$ cat src/avc_pkg.sv
// shared widths, constants and controller-to-datapath command types
package avc_pkg;

  localparam int unsigned RING_DEPTH_DEF = 1024;

  localparam int unsigned PRICE_W  = 24;
  localparam int unsigned VOL_W    = 24;
  localparam int unsigned PROD_W   = PRICE_W + VOL_W;
  localparam int unsigned WSUM_W   = 58;
  localparam int unsigned VSUM_W   = 34;
  localparam int unsigned CURV_W   = 26;
  localparam int unsigned PERIOD_W = 10;
  localparam int unsigned BARS_W   = 11;
  localparam int unsigned BAR_W    = PRICE_W + VOL_W;
  localparam int unsigned DIV_CNT_W = 5;

  localparam logic [PERIOD_W-1:0] PERIOD_RESET = 10'd60;
  localparam logic [BARS_W-1:0]   BARS_MAX     = '1;
  localparam logic [BARS_W-1:0]   MIN_BARS     = 11'd3;
  localparam logic [DIV_CNT_W-1:0] DIV_STEPS   = 5'd24;

  localparam int unsigned APB_DATA_W = 32;
  localparam int unsigned APB_ADDR_W = 3;
  localparam logic [0:0]  REG_PERIOD = 1'b0;

  typedef enum logic [1:0] {
    RD_PREV1 = 2'd0,
    RD_PREV2 = 2'd1,
    RD_DROP  = 2'd2,
    RD_SCAN  = 2'd3
  } rd_sel_e;

  typedef enum logic [1:0] {
    CAP_NONE  = 2'd0,
    CAP_PREV1 = 2'd1,
    CAP_PREV2 = 2'd2,
    CAP_DROP  = 2'd3
  } cap_sel_e;

  typedef enum logic [1:0] {
    MUL_NEW   = 2'd0,
    MUL_PREV1 = 2'd1,
    MUL_DROP  = 2'd2
  } mul_sel_e;

  typedef enum logic [2:0] {
    ACC_HOLD     = 3'd0,
    ACC_LOAD     = 3'd1,
    ACC_CLEAR    = 3'd2,
    ACC_ADD      = 3'd3,
    ACC_SUB      = 3'd4,
    ACC_SUB_DROP = 3'd5
  } acc_op_e;

  typedef enum logic [1:0] {
    CURV_HOLD  = 2'd0,
    CURV_FIRST = 2'd1,
    CURV_MID   = 2'd2,
    CURV_LAST  = 2'd3
  } curv_op_e;

  typedef struct packed {
    logic     in_load;
    logic     rd_en;
    rd_sel_e  rd_sel;
    cap_sel_e cap_sel;
    logic     bar_write;
    logic     scan_clear;
    logic     scan_rd;
    logic     mul_en;
    mul_sel_e mul_sel;
    acc_op_e  acc_op;
    logic     sum_store;
    logic     div_start;
    curv_op_e curv_op;
    logic     out_load;
  } dp_cmd_t;

  typedef struct packed {
    logic bars_ok;
    logic dirty;
    logic scan_last;
    logic div_done;
  } dp_status_t;

endpackage

$ cat src/avc_ctrl.sv
// sequencer for one bar: ring reads, write, window update, three divisions, result
module avc_ctrl (
  input  logic                clk_i,
  input  logic                rst_ni,
  input  logic                in_valid_i,
  output logic                in_ready_o,
  output logic                out_valid_o,
  input  logic                out_ready_i,
  input  avc_pkg::dp_status_t status_i,
  output avc_pkg::dp_cmd_t    cmd_o
);
  import avc_pkg::*;

  typedef enum logic [18:0] {
    ST_IDLE   = 19'h00001,
    ST_RD1    = 19'h00002,
    ST_RD2    = 19'h00004,
    ST_RD3    = 19'h00008,
    ST_WRITE  = 19'h00010,
    ST_CHECK  = 19'h00020,
    ST_INC0   = 19'h00040,
    ST_INC1   = 19'h00080,
    ST_INC2   = 19'h00100,
    ST_SCAN   = 19'h00200,
    ST_SD1    = 19'h00400,
    ST_SD2    = 19'h00800,
    ST_STORE  = 19'h01000,
    ST_DIV0   = 19'h02000,
    ST_START1 = 19'h04000,
    ST_DIV1   = 19'h08000,
    ST_START2 = 19'h10000,
    ST_DIV2   = 19'h20000,
    ST_EMIT   = 19'h40000
  } state_e;

  state_e state_q, state_d;
  logic   out_valid_q, out_valid_d;
  logic   emit_ok;

  assign emit_ok = !out_valid_q || out_ready_i;

  always_comb begin
    state_d     = state_q;
    out_valid_d = out_valid_q && !out_ready_i;
    cmd_o       = '0;
    case (state_q)
      ST_IDLE: begin
        if (in_valid_i) begin
          cmd_o.in_load = 1'b1;
          state_d       = ST_RD1;
        end
      end
      ST_RD1: begin
        cmd_o.rd_en  = 1'b1;
        cmd_o.rd_sel = RD_PREV1;
        state_d      = ST_RD2;
      end
      ST_RD2: begin
        cmd_o.rd_en   = 1'b1;
        cmd_o.rd_sel  = RD_PREV2;
        cmd_o.cap_sel = CAP_PREV1;
        state_d       = ST_RD3;
      end
      ST_RD3: begin
        // bar leaving the window is read before the new bar may overwrite its slot
        cmd_o.rd_en   = 1'b1;
        cmd_o.rd_sel  = RD_DROP;
        cmd_o.cap_sel = CAP_PREV2;
        state_d       = ST_WRITE;
      end
      ST_WRITE: begin
        cmd_o.cap_sel   = CAP_DROP;
        cmd_o.bar_write = 1'b1;
        state_d         = ST_CHECK;
      end
      ST_CHECK: begin
        if (!status_i.bars_ok) begin
          state_d = ST_IDLE;
        end else if (status_i.dirty) begin
          cmd_o.acc_op     = ACC_CLEAR;
          cmd_o.scan_clear = 1'b1;
          state_d          = ST_SCAN;
        end else begin
          cmd_o.acc_op  = ACC_LOAD;
          cmd_o.mul_en  = 1'b1;
          cmd_o.mul_sel = MUL_NEW;
          state_d       = ST_INC0;
        end
      end
      ST_INC0: begin
        cmd_o.acc_op  = ACC_ADD;
        cmd_o.mul_en  = 1'b1;
        cmd_o.mul_sel = MUL_DROP;
        state_d       = ST_INC1;
      end
      ST_INC1: begin
        cmd_o.acc_op = ACC_SUB_DROP;
        state_d      = ST_INC2;
      end
      ST_INC2: begin
        state_d = ST_STORE;
      end
      ST_SCAN: begin
        // full rebuild of the window sums after a write of the look-back register
        cmd_o.rd_en   = 1'b1;
        cmd_o.rd_sel  = RD_SCAN;
        cmd_o.scan_rd = 1'b1;
        if (status_i.scan_last) begin
          state_d = ST_SD1;
        end
      end
      ST_SD1: begin
        state_d = ST_SD2;
      end
      ST_SD2: begin
        state_d = ST_STORE;
      end
      ST_STORE: begin
        cmd_o.sum_store = 1'b1;
        cmd_o.div_start = 1'b1;
        cmd_o.mul_en    = 1'b1;
        cmd_o.mul_sel   = MUL_NEW;
        state_d         = ST_DIV0;
      end
      ST_DIV0: begin
        if (status_i.div_done) begin
          cmd_o.curv_op = CURV_FIRST;
          cmd_o.acc_op  = ACC_SUB;
          cmd_o.mul_en  = 1'b1;
          cmd_o.mul_sel = MUL_PREV1;
          state_d       = ST_START1;
        end
      end
      ST_START1: begin
        cmd_o.div_start = 1'b1;
        state_d         = ST_DIV1;
      end
      ST_DIV1: begin
        if (status_i.div_done) begin
          cmd_o.curv_op = CURV_MID;
          cmd_o.acc_op  = ACC_SUB;
          state_d       = ST_START2;
        end
      end
      ST_START2: begin
        cmd_o.div_start = 1'b1;
        state_d         = ST_DIV2;
      end
      ST_DIV2: begin
        if (status_i.div_done) begin
          cmd_o.curv_op = CURV_LAST;
          state_d       = ST_EMIT;
        end
      end
      ST_EMIT: begin
        if (emit_ok) begin
          cmd_o.out_load = 1'b1;
          out_valid_d    = 1'b1;
          state_d        = ST_IDLE;
        end
      end
      default: begin
        state_d = ST_IDLE;
      end
    endcase
  end

  always_ff @(posedge clk_i or negedge rst_ni) begin
    if (!rst_ni) begin
      state_q     <= ST_IDLE;
      out_valid_q <= 1'b0;
    end else begin
      state_q     <= state_d;
      out_valid_q <= out_valid_d;
    end
  end

  assign in_ready_o  = state_q == ST_IDLE;
  assign out_valid_o = out_valid_q;

endmodule
$ cat config.mk
export PLATFORM = sky130hd
export DESIGN_NAME = avc_ctrl
export DESIGN_NICKNAME = d
export VERILOG_FILES = /design/src/avc_pkg.sv /design/src/avc_ctrl.sv
export SDC_FILE = /design/constraint.sdc
export NUM_CORES = 1
export LEC_CHECK = 0
export ABC_AREA = 1
export BUFFER_PORTS_ARGS = -buffer_cell sky130_fd_sc_hd__buf_2
export CORE_ASPECT_RATIO = 1.75
export CORE_UTILIZATION = 48
export CTS_CLUSTER_DIAMETER = 40
export CTS_CLUSTER_SIZE = 10
export DETAILED_ROUTE_END_ITERATION = 10
export PLACE_DENSITY_LB_ADDON = 0.25
export SLEW_MARGIN = 5
export SYNTH_ARGS = -nofsm -noshare
export SYNTH_HDL_FRONTEND = slang
export SYNTH_SLANG_ARGS = --single-unit
$ cat constraint.sdc
create_clock -name clk_i -period 1.7 [get_ports clk_i]
set_clock_uncertainty 0.2 [all_clocks]
set_input_delay 0.34 -clock clk_i [delete_from_list [all_inputs] [get_ports clk_i]]
set_output_delay 0.34 -clock clk_i [all_outputs]
set_load 0.02 [all_outputs]
==> run summary, run 1 <==
The synthesized design contains 20 register bits. The count of flip-flops with a built-in enable after synthesis is 0, and the gate count after technology mapping is 194. Of all flip-flops after synthesis, the portion carrying an async set or reset was 100%.

In this run the cell area measured after placement is 0.00203 mm^2. The worst-case clock buffer depth is 2. Failing step: 5_1_grt. The number of I/O port buffers is 29, and the number of buffers added by the clock tree synthesis step is 3.

The wire-length estimate of the detail-placed layout is 2960 um. The tree is rooted in a sky130_fd_sc_hd__clkbuf_8. The die is 42.3 um wide.

The largest total area in the synthesized netlist belongs to sky130_fd_sc_hd__dfrtp_1. The tools report the critical endpoint after global-route timing repair as cmd_o[6]. The run gives 30 as the total I/O pin count.

The maximum level of the CTS H-tree was 1; the placer congestion estimate was 0.834. Sequential fraction of the synthesis area: 36.9%. In the synthesized netlist the dominant register cell turns out to be sky130_fd_sc_hd__dfrtp_1. In the post-synthesis netlist, the biggest area contributors are sky130_fd_sc_hd__dfrtp_1 35%, sky130_fd_sc_hd__nand2_1 10%, sky130_fd_sc_hd__inv_1 9.9%, sky130_fd_sc_hd__nor2_1 9.4%, sky130_fd_sc_hd__nand3_1 5.1%. Synthesis produced a netlist with a net count of 202.

The run stopped with a tool error. Entering global routing, the biggest net connects 21 pins. The tool reported: "[ERROR DPL-0038] Utilization greater than 100%, impossible to legalize". The die is 72.5 um tall.

After the last repair the worst path ends at a top-level output. Synthesis instantiated 24 different standard cells from the library. After synthesis, the largest area contributor takes up 34.9% of total cell area. The initial core utilization was 50.6%. By count the netlist is led by 38 x sky130_fd_sc_hd__nand2_1, 36 x sky130_fd_sc_hd__inv_1, 34 x sky130_fd_sc_hd__nor2_1. For the number of clock sinks seen by CTS, the log shows 20.

In this run the core area contains 25 standard-cell rows. After synthesis the cells add up to 0.00136 mm^2. Mean instance size in the synthesized netlist: 7.02 um^2. The tools report the cell count after placement as 298.

By instance count, the leading cell after synthesis is sky130_fd_sc_hd__nand2_1. For this run, the number of Yosys warnings is 0.
## through the flow
step | worst slack [ns] | setup TNS [ns] | util [%]
CTS | -0.541 | -11.46 | 92.4
detailed placement | -0.314 | -6.41 | 75.4
global placement | -0.283 | -5.85 | 75.4
floorplan | -0.187 | -1.17 | -
## cell families after synthesis
| family | count (synthesis) | share of synthesized area, % |
|---|---|---|
| DFF | 20 | 36.9 |
| buffers and inverters | 41 | 11.3 |
| AOI/OAI and AO/OA | 9 | 3.86 |
| and+or+nand+nor | 124 | 48.0 |
## repair_timing
action                                  CTS
resized for setup                        67
hold buffers                              1
pin swaps                                30
hold endpoints to repair                 19
endpoints found under the setup margin   30
buffers inserted                         21
==> run 2, diff against run 1 <==
--- a/config.mk
+++ b/config.mk
@@ -7,12 +7,10 @@
 export LEC_CHECK = 0
 export ABC_AREA = 1
 export BUFFER_PORTS_ARGS = -buffer_cell sky130_fd_sc_hd__buf_2
-export CORE_ASPECT_RATIO = 1.75
-export CORE_UTILIZATION = 48
-export CTS_CLUSTER_DIAMETER = 40
-export CTS_CLUSTER_SIZE = 10
+export CORE_AREA = 2 2 63 65
 export DETAILED_ROUTE_END_ITERATION = 10
-export PLACE_DENSITY_LB_ADDON = 0.25
+export DIE_AREA = 0 0 65 67
+export PLACE_DENSITY_LB_ADDON = 0.15
 export SLEW_MARGIN = 5
 export SYNTH_ARGS = -nofsm -noshare
 export SYNTH_HDL_FRONTEND = slang
==> constraint.sdc (replaced) <==
create_clock -name clk_i -period 2.2 [get_ports clk_i]
set_clock_uncertainty 0.2 [all_clocks]
set_input_delay 0.44 -clock clk_i [delete_from_list [all_inputs] [get_ports clk_i]]
set_output_delay 0.44 -clock clk_i [all_outputs]
set_load 0.02 [all_outputs]
==> run summary, run 2 <==
Setup violations remaining at the end of the flow were counted as 18. The area share of the largest cell type after synthesis is 34.9% (unchanged), and the final period utilization is 107%. The count of flip-flops with a built-in enable after synthesis is 0 (unchanged), and the core area is 0.00361 mm^2.

Compared with the post-synthesis result, the final layout area differs by 79.1%. STA classifies the critical path startpoint as a register. The final reports fail on setup timing. The worst slew margin relative to its limit is 66.8%, and the die outline area is 0.00436 mm^2. In this run, the clock network consumes 17.5% of the power. The cell area after synthesis is 0.00136 mm^2 (unchanged), and the max-capacitance violation count is 0. In this run the worst setup path begins at state_q[4]$_DFFE_PN0P_. The average wire per cell in the routed design came out at 13.0 um. The via-per-instance ratio was 4.59. Of the cells placed in the final design, the portion with a size suffix greater than 1 is 57.0%. The initial core utilization came out at 37.8% (-13 points). The smallest clock period supported by the final layout is computed as 2.36 ns.

The worst hold path begins at status_i[2]. In the layout the commonest cells are 48 x sky130_fd_sc_hd__buf_4, 30 x sky130_fd_sc_hd__nand2_1, 29 x sky130_fd_sc_hd__inv_1. The first detailed-routing pass ran for 4 iterations. The worst hold path belongs to the class input pin to register. The run gives 2560 um (-13%) as the HPWL reported at the end of detailed placement. Worst flop-to-flop path startpoint: state_q[4]$_DFFE_PN0P_. The post-synthesis sequential element count is 20 (unchanged), and the overall track demand over capacity in global routing is 19.3%.

The total vias in the final route was 1,501. The tools report the placer congestion estimate as 0.819 (-1.9%). The tools report the initial antenna violation count as 0. The maximum fanout along the worst path is 4, and the first-iteration detailed-routing DRC count is 81. Combinational logic burns 56.3% of the power. The width of the chip was 65 um (+54%); the chip height was 67 um (-7.5%).

The finished cells cover 0.00244 mm^2. Cell type with the largest total area after synthesis: sky130_fd_sc_hd__dfrtp_1. The total I/O pin count was 30 (unchanged). Sequential fraction of the synthesis area: 36.9% (unchanged). Setup repair after global routing could not meet its margin everywhere. The tools report the yosys synthesis warning count as 0 (unchanged).

The tools report the final worst-path setup slack as -0.163 ns. The most common library cell in the layout ignoring fill and taps is sky130_fd_sc_hd__buf_4. The gate count after technology mapping is 194 (unchanged), and the ratio of total power to cell area is 683 mW/mm^2. The number of buffers added by the clock tree synthesis step is 3 (unchanged), and the arrival time of data at the critical path endpoint is 1.72 ns.

The reported net switching power was 0.660 mW. The worst setup path is of the register to output port kind. The register with the most flip-flops in the layout has 19 of them. TritonCTS built the clock tree.

For the worst-skew pair, the clock arrives at the later sink with an insertion delay of 0.26 ns. After detailed routing, the total wire length is 4250 um. In this run the critical register-to-register path is captured at state_q[15]$_DFFE_PN0P_.

Counting the fill cells in the layout gives 288. The number of clock sinks seen by CTS is 20 (unchanged), and the transition time at the pin with the least slew margin is 0.498 ns. The worst-case register-to-register setup slack came out at 0.12 ns. The internal power of the cells totals 1.00 mW.

The run gives 0 as the overall overflow remaining after global route. By count the netlist is led by 38 x sky130_fd_sc_hd__nand2_1, 36 x sky130_fd_sc_hd__inv_1, 34 x sky130_fd_sc_hd__nor2_1. The flow ran to the end, but the final reports show violations. The multi-input combinational cells in the finished layout cover a total of 987 um^2. For the max-slew violation total from the final report, the log shows 0. For hold timing, the worst endpoint is state_q[6]$_DFFE_PN0P_. In the final design database the tool counted 288 nets. The mean instance size in the synthesized netlist is 7.02 um^2 (unchanged). In the synthesized netlist the dominant register cell turns out to be sky130_fd_sc_hd__dfrtp_1.

Measured in cells, the most critical reg-to-reg path has a length of 13. The clock tree root buffer cell is sky130_fd_sc_hd__clkbuf_8. Summed over all cells, the static leakage comes to 1.38 nW.

The tools report the power consumption as 1.66 mW. The tools report the post-synthesis net count as 202 (unchanged). The sequential power share was 26.3%; the worst stage delay on the critical path was 0.43 ns. Of the total power, the share spent switching nets is 39.7%.

The maximum number of pins on one net before global-route repair was 21; the remaining antenna violation count was 0. For the worst-case clock buffer depth, the log shows 2 (unchanged). The final hold slack was 0.279 ns. The most used standard cell by instance count after synthesis was sky130_fd_sc_hd__nand2_1. The number of I/O port buffers came out at 29 (unchanged). Count of antenna diodes in the layout: 0.

Largest register by flop count: state_q. Static timing analysis puts the maximum clock frequency at 423 MHz. The final count of hold timing violations came out at 0.

For the site row count, the log shows 22 (-12%). The share of flip-flops with an asynchronous set or reset after synthesis was 100% (unchanged). The tools report the endpoint kind of the worst setup timing path as an output port. The count of cells along the worst hold path came out at 3. By area the synthesized netlist is led by sky130_fd_sc_hd__dfrtp_1 35%, sky130_fd_sc_hd__nand2_1 10%, sky130_fd_sc_hd__inv_1 9.9%, sky130_fd_sc_hd__nor2_1 9.4%, sky130_fd_sc_hd__nand3_1 5.1%. VDD sags by at most 0.875 mV. The first global-routing pass estimated 6380 um of wire.

For the post-place instance area, the log shows 0.00160 mm^2 (-21%). The cell that appears most often on the critical path is sky130_fd_sc_hd__nand2_2. The clock-pin slew on the worst setup and hold paths works out to 0.08 ns. Walking the worst path, the cells encountered are nor2_2 -> nand2_2 -> inv_2 -> nand2_2 -> nor2_4 -> o21ai_2 -> o21a_1 -> inv_1 -> buf_6.

The setup TNS is -1.61 ns, and the required time reported for the critical path endpoint is 1.56 ns. The via count of the first global-routing pass is 1,431. The maximum level of the CTS H-tree was 1 (unchanged); the count of different cell masters after synthesis was 24 (unchanged).

Summing all flip-flop and latch instances after layout gives 502 um^2. The worst-path cell with the longest stage delay was sky130_fd_sc_hd__dfrtp_1. For this run, design rule violations remaining after detail routing come to 0.
[run 2: area by class of cell]
type	instances	area share (%)
Clock buffer	4	2.26
Inverter	41	6.31
Multi-Input combinational cell	133	40.5
Sequential cell	20	20.6
Tap cell	48	2.46
Timing Repair Buffer	81	27.9
[run 2: worst max-delay path by stage]
| stage | slack [ns] | to | cells past startpoint |
|---|---|---|---|
| final | -0.16 | cmd_o[7] | 9 |
| after global routing | -0.25 | cmd_o[10] | 10 |
| after CTS | -0.14 | cmd_o[10] | 10 |
| after detailed placement | 0.08 | cmd_o[10] | 10 |
| after global placement | 0.07 | cmd_o[10] | 10 |
| after floorplan | 0.01 | cmd_o[10] | 9 |
[run 2: critical path, delay by kind of cell (launching register included)]
kind	cells	cell delay, ns
AO/OA/AOI/OAI	2	0.27
buffers and inverters	3	0.26
flip-flops	1	0.43
AND/OR/NAND/NOR	4	0.48
[run 2: kinds of logic after synthesis]
kind of cell    after synthesis  share of synthesized area [%]
simple gates                124                           48.0
buf+inv                      41                           11.3
flops                        20                           36.9
compound gates                9                           3.86
[run 2: power groups by stage]
stage,registers [mW],clock network (mW),logic (mW)
final,0.437,0.291,0.937
after global routing,0.438,0.310,0.998
after CTS,0.434,0.304,0.719
after detailed placement,0.443,0,0.546
after global placement,0.443,0,0.546
after floorplan,0.440,0,0.398
[run 2: metal layers]
layer  wire length (um)  share of wire [%]  vias to the layer above  global-route usage [%]
li1                   -                  -                      759                       -
met1               1780                 42                      702                    24.0
met2               2260                 53                       36                    34.9
met3                164                3.9                        4                    3.55
met4                 43                1.0                        0                    3.19
met5                  0                  0                        -                       0
[run 2: metrics by stage]
stage	instances	setup WS [ns]	utilization [%]
global route	327	-0.252	67.6
CTS	310	-0.144	59.3
global placement	276	0.0732	44.5
floorplan	194	0.0133	-
finish	327	-0.163	67.6
detailed placement	276	0.0781	44.5
[run 2: repair_timing]
item                                    in CTS  in global routing
hold buffers                                 1                  0
hold endpoints to repair                    19                  0
resized for setup                           69                 45
pin swaps                                   24                 22
endpoints found under the setup margin      20                 21
buffers inserted                            29                 17
Power figures use the tool's default switching activity.
==> run 3, diff against run 2 <==
--- a/config.mk
+++ b/config.mk
@@ -8,6 +8,7 @@
 export ABC_AREA = 1
 export BUFFER_PORTS_ARGS = -buffer_cell sky130_fd_sc_hd__buf_2
 export CORE_AREA = 2 2 63 65
+export CTS_BUF_LIST = sky130_fd_sc_hd__clkbuf_16
 export DETAILED_ROUTE_END_ITERATION = 10
 export DIE_AREA = 0 0 65 67
 export PLACE_DENSITY_LB_ADDON = 0.15
==> run summary, run 3 (synthesis results as in run 2) <==
The tools report the max-capacitance violation count as 0 (unchanged). The logs give 0.0781 ns (unchanged) for the worst setup slack before clock tree synthesis and 1 (unchanged) for the maximum level of the CTS H-tree. The maximum number of pins on one net before global-route repair is 21 (unchanged).

For the worst IR drop on VDD, the log shows 0.710 mV (-19%). The transition time at the pin with the least slew margin is 0.493 ns (-0.00549 ns). Number of remaining DRC errors: 0 (unchanged). The count of antenna diodes in the layout was 0 (unchanged); the first-iteration detailed-routing DRC count was 58 (-28%). The average wire per cell in the routed design came out at 12.3 um (-5.6%). The initial core utilization is 37.8% (unchanged), and the HPWL reported at the end of detailed placement is 2560 um (unchanged). The tools report the total I/O pin count as 30 (unchanged). The run finished, with violations left. The fraction of power spent switching nets is 37.9% (-1.8 points), and the overall track demand over capacity in global routing is 18.4% (-0.83 points).

The logs give 0 (unchanged) for the final count of hold timing violations and 6130 um (-3.9%) for the wire length of the first global-routing pass. Combinational cell fraction of total power: 50.2% (-6.1 points). The startpoint of the most critical hold path is status_i[2].

The tools report the sequential power share as 26.5% (+0.2 points). The tools report the cell count after placement as 276 (unchanged). The total vias in the final route was 1,410 (-6.1%); the final worst-path setup slack was -0.142 ns (+0.0210 ns). The start-to-end type of the worst setup path was register to output port.

The number of iterations in the first detailed-routing pass is 4 (unchanged). The tools report the clock tree root buffer cell as sky130_fd_sc_hd__clkbuf_16. The logs give 2 (unchanged) for the worst-case clock buffer depth and 0 (unchanged) for the initial antenna violation count. The run gives 14 (-4) as the final setup violation count. For the reported leakage power, the log shows 1.32 nW (-4.0%). The run gives 22 (unchanged) as the site row count. Leaving out fill and tap cells, the most frequent cell in the layout is sky130_fd_sc_hd__buf_4. The run gives 0 (unchanged) as the max-slew violation total from the final report. Internal power: 1.03 mW (+2.1%). The count of placed standard cells in the final layout, fillers left out was 313 (-4.3%); the routed wire length was 3840 um (-9.6%). The number of I/O port buffers was 29 (unchanged); the insertion delay of the later-clocked pin in the worst-skew pair was 0.25 ns (about the same).

TritonCTS built the clock tree. Worst hold endpoint: state_q[6]$_DFFE_PN0P_. The final period utilization was 106% (-0.95 points); the die outline area was 0.00436 mm^2 (unchanged).

The final standard cell utilization of the core was 62.4% (-5.3 points); the number of clock sinks seen by CTS was 20 (unchanged). The chip height was 67 um (unchanged). Setup repair after global routing could not meet its margin everywhere. The run gives 310 (+7.6%) as the filler cell count.

The ratio of total power to cell area came out at 734 mW/mm^2 (+7.5%). The tools report the worst-case register-to-register setup slack as 0.15 ns (+0.03 ns). Walking the worst path, the cells encountered are nor2_4 -> nand2_4 -> inv_2 -> nand2_2 -> nor2_4 -> o21ai_2 -> o21a_1 -> inv_1 -> buf_6.

In this run the critical register-to-register path is captured at state_q[17]$_DFFE_PN0P_. The startpoint identified for the worst register-to-register timing path is state_q[10]$_DFFE_PN0P_. The number of flip-flops under the largest register name came out at 19 (unchanged). The required time reported for the critical path endpoint was 1.56 ns (about the same). The worst setup path is launched from a register.

Post-layout minimum cycle time: 2.34 ns (-0.0210 ns). For this design, the slowest cell found on the critical path is sky130_fd_sc_hd__dfrtp_1. The logs give 3 (unchanged) for the number of buffers added by the clock tree synthesis step and 0.819 (unchanged) for the placer congestion estimate. Among the stages of the critical path, the cell type that occurs most often is sky130_fd_sc_hd__nor2_4.

For the overall overflow remaining after global route, the log shows 0 (unchanged). The tools report the worst slew margin relative to its limit as 67.2% (+0.37 points). The run gives 0.625 mW (-5.4%) as the reported net switching power. The largest register by flop count is state_q.

The maximum clock rate was 427 MHz (+0.90%). The worst stage delay on the critical path is 0.42 ns (about the same). The library cells used most frequently in the layout, excluding fill and tap cells, are 39 x sky130_fd_sc_hd__buf_4, 32 x sky130_fd_sc_hd__inv_1, 28 x sky130_fd_sc_hd__nand2_1. The fraction of final layout cells sized beyond drive strength 1 is 51.3% (-5.7 points). The run gives 0.313 ns (+0.0341 ns) as the final hold slack.

For the power consumption, the log shows 1.65 mW (-0.87%). The checks that failed: setup timing. Via-per-instance ratio: 4.50 (-1.9%). The proportion of power drawn by the clock network is 23.3% (+5.8 points).

The worst setup path is captured at an output port. Relative to the synthesized area, the layout overhead comes to 65.2%. The run gives 0 (unchanged) as the remaining antenna violation count. The number of cells on the worst reg-to-reg path was 13 (unchanged). Via count of the first global-routing pass: 1,362 (-4.8%).

The final net count came out at 274 (-4.9%). The run gives 0.00361 mm^2 (unchanged) as the core area. The arrival time of data at the critical path endpoint is 1.70 ns (-0.02 ns), and the clock-pin slew on the worst setup and hold paths is 0.06 ns (-0.02 ns).

In this run the worst hold path is classified as input pin to register. Width of the chip: 65 um (unchanged). The count of cells along the worst hold path was 3 (unchanged); the maximum fanout along the worst path was 4 (unchanged).
-- run 3: changes by cell type in the layout (fill, tap and decap cells not counted), sizes merged --
cell    change
buf        -14
clkbuf      -1
clkinv      +1
-- run 3: what timing repair did --
action                                  CTS  global route
resized for setup                        62            28
pin swaps                                20            17
hold endpoints to repair                 19             0
hold buffers                              1             0
buffers inserted                         21            11
endpoints found under the setup margin   18            21
-- run 3: how the worst max path moves through the flow --
stage	cells after the start	startpoint	slack, ns	end
after detailed placement	10	state_q[17]$_DFFE_PN0P_	0.08	cmd_o[10]
final	9	state_q[10]$_DFFE_PN0P_	-0.14	cmd_o[7]
after floorplan	9	state_q[18]$_DFFE_PN0P_	0.01	cmd_o[10]
after CTS	10	state_q[10]$_DFFE_PN0P_	-0.13	cmd_o[5]
after global routing	10	state_q[15]$_DFFE_PN0P_	-0.22	cmd_o[10]
after global placement	10	state_q[17]$_DFFE_PN0P_	0.07	cmd_o[10]
-- run 3: metal layers --
metal  vias to the layer above  share of wire (%)  wire, um  global-route usage (%)
li1                        726                  -         -                       -
met1                       647                 44      1700                    24.0
met2                        33                 51      1960                    32.0
met3                         4                3.5       136                    3.55
met4                         0               0.94        36                    3.19
met5                         -                  0         0                       0
-- run 3: power groups by stage --
stage / Sequential [mW] / Combinational [mW] / Clock, mW
6_report: 0.437 / 0.829 / 0.384
5_1_grt: 0.437 / 0.895 / 0.407
4_1_cts: 0.434 / 0.700 / 0.394
3_5_place_dp: 0.443 / 0.546 / 0
3_3_place_gp: 0.443 / 0.546 / 0
2_1_floorplan: 0.440 / 0.398 / 0
-- run 3: cell type report --
cell class,count,area [um^2],share of cell area (%)
sequential,20,502,22.3
tap,48,60.1,2.67
inverter,41,156,6.96
clock buffer,3,75.1,3.34
clock inverter,1,3.75,0.167
multi-input combinational,133,907,40.3
timing repair buffer,67,544,24.2
-- run 3: critical path, delay by kind of cell (launching register included) --
family | cells | cell delay [ns]
AOI/OAI and AO/OA | 2 | 0.29
DFF | 1 | 0.42
and+or+nand+nor | 4 | 0.49
buffers and inverters | 3 | 0.23
-- run 3: stage by stage --
step,setup TNS [ns],instance area [um^2]
6_report,-0.960,2250
2_1_floorplan,0,1360
4_1_cts,-0.987,2060
3_5_place_dp,0,1600
3_3_place_gp,0,1600
5_1_grt,-2.36,2250
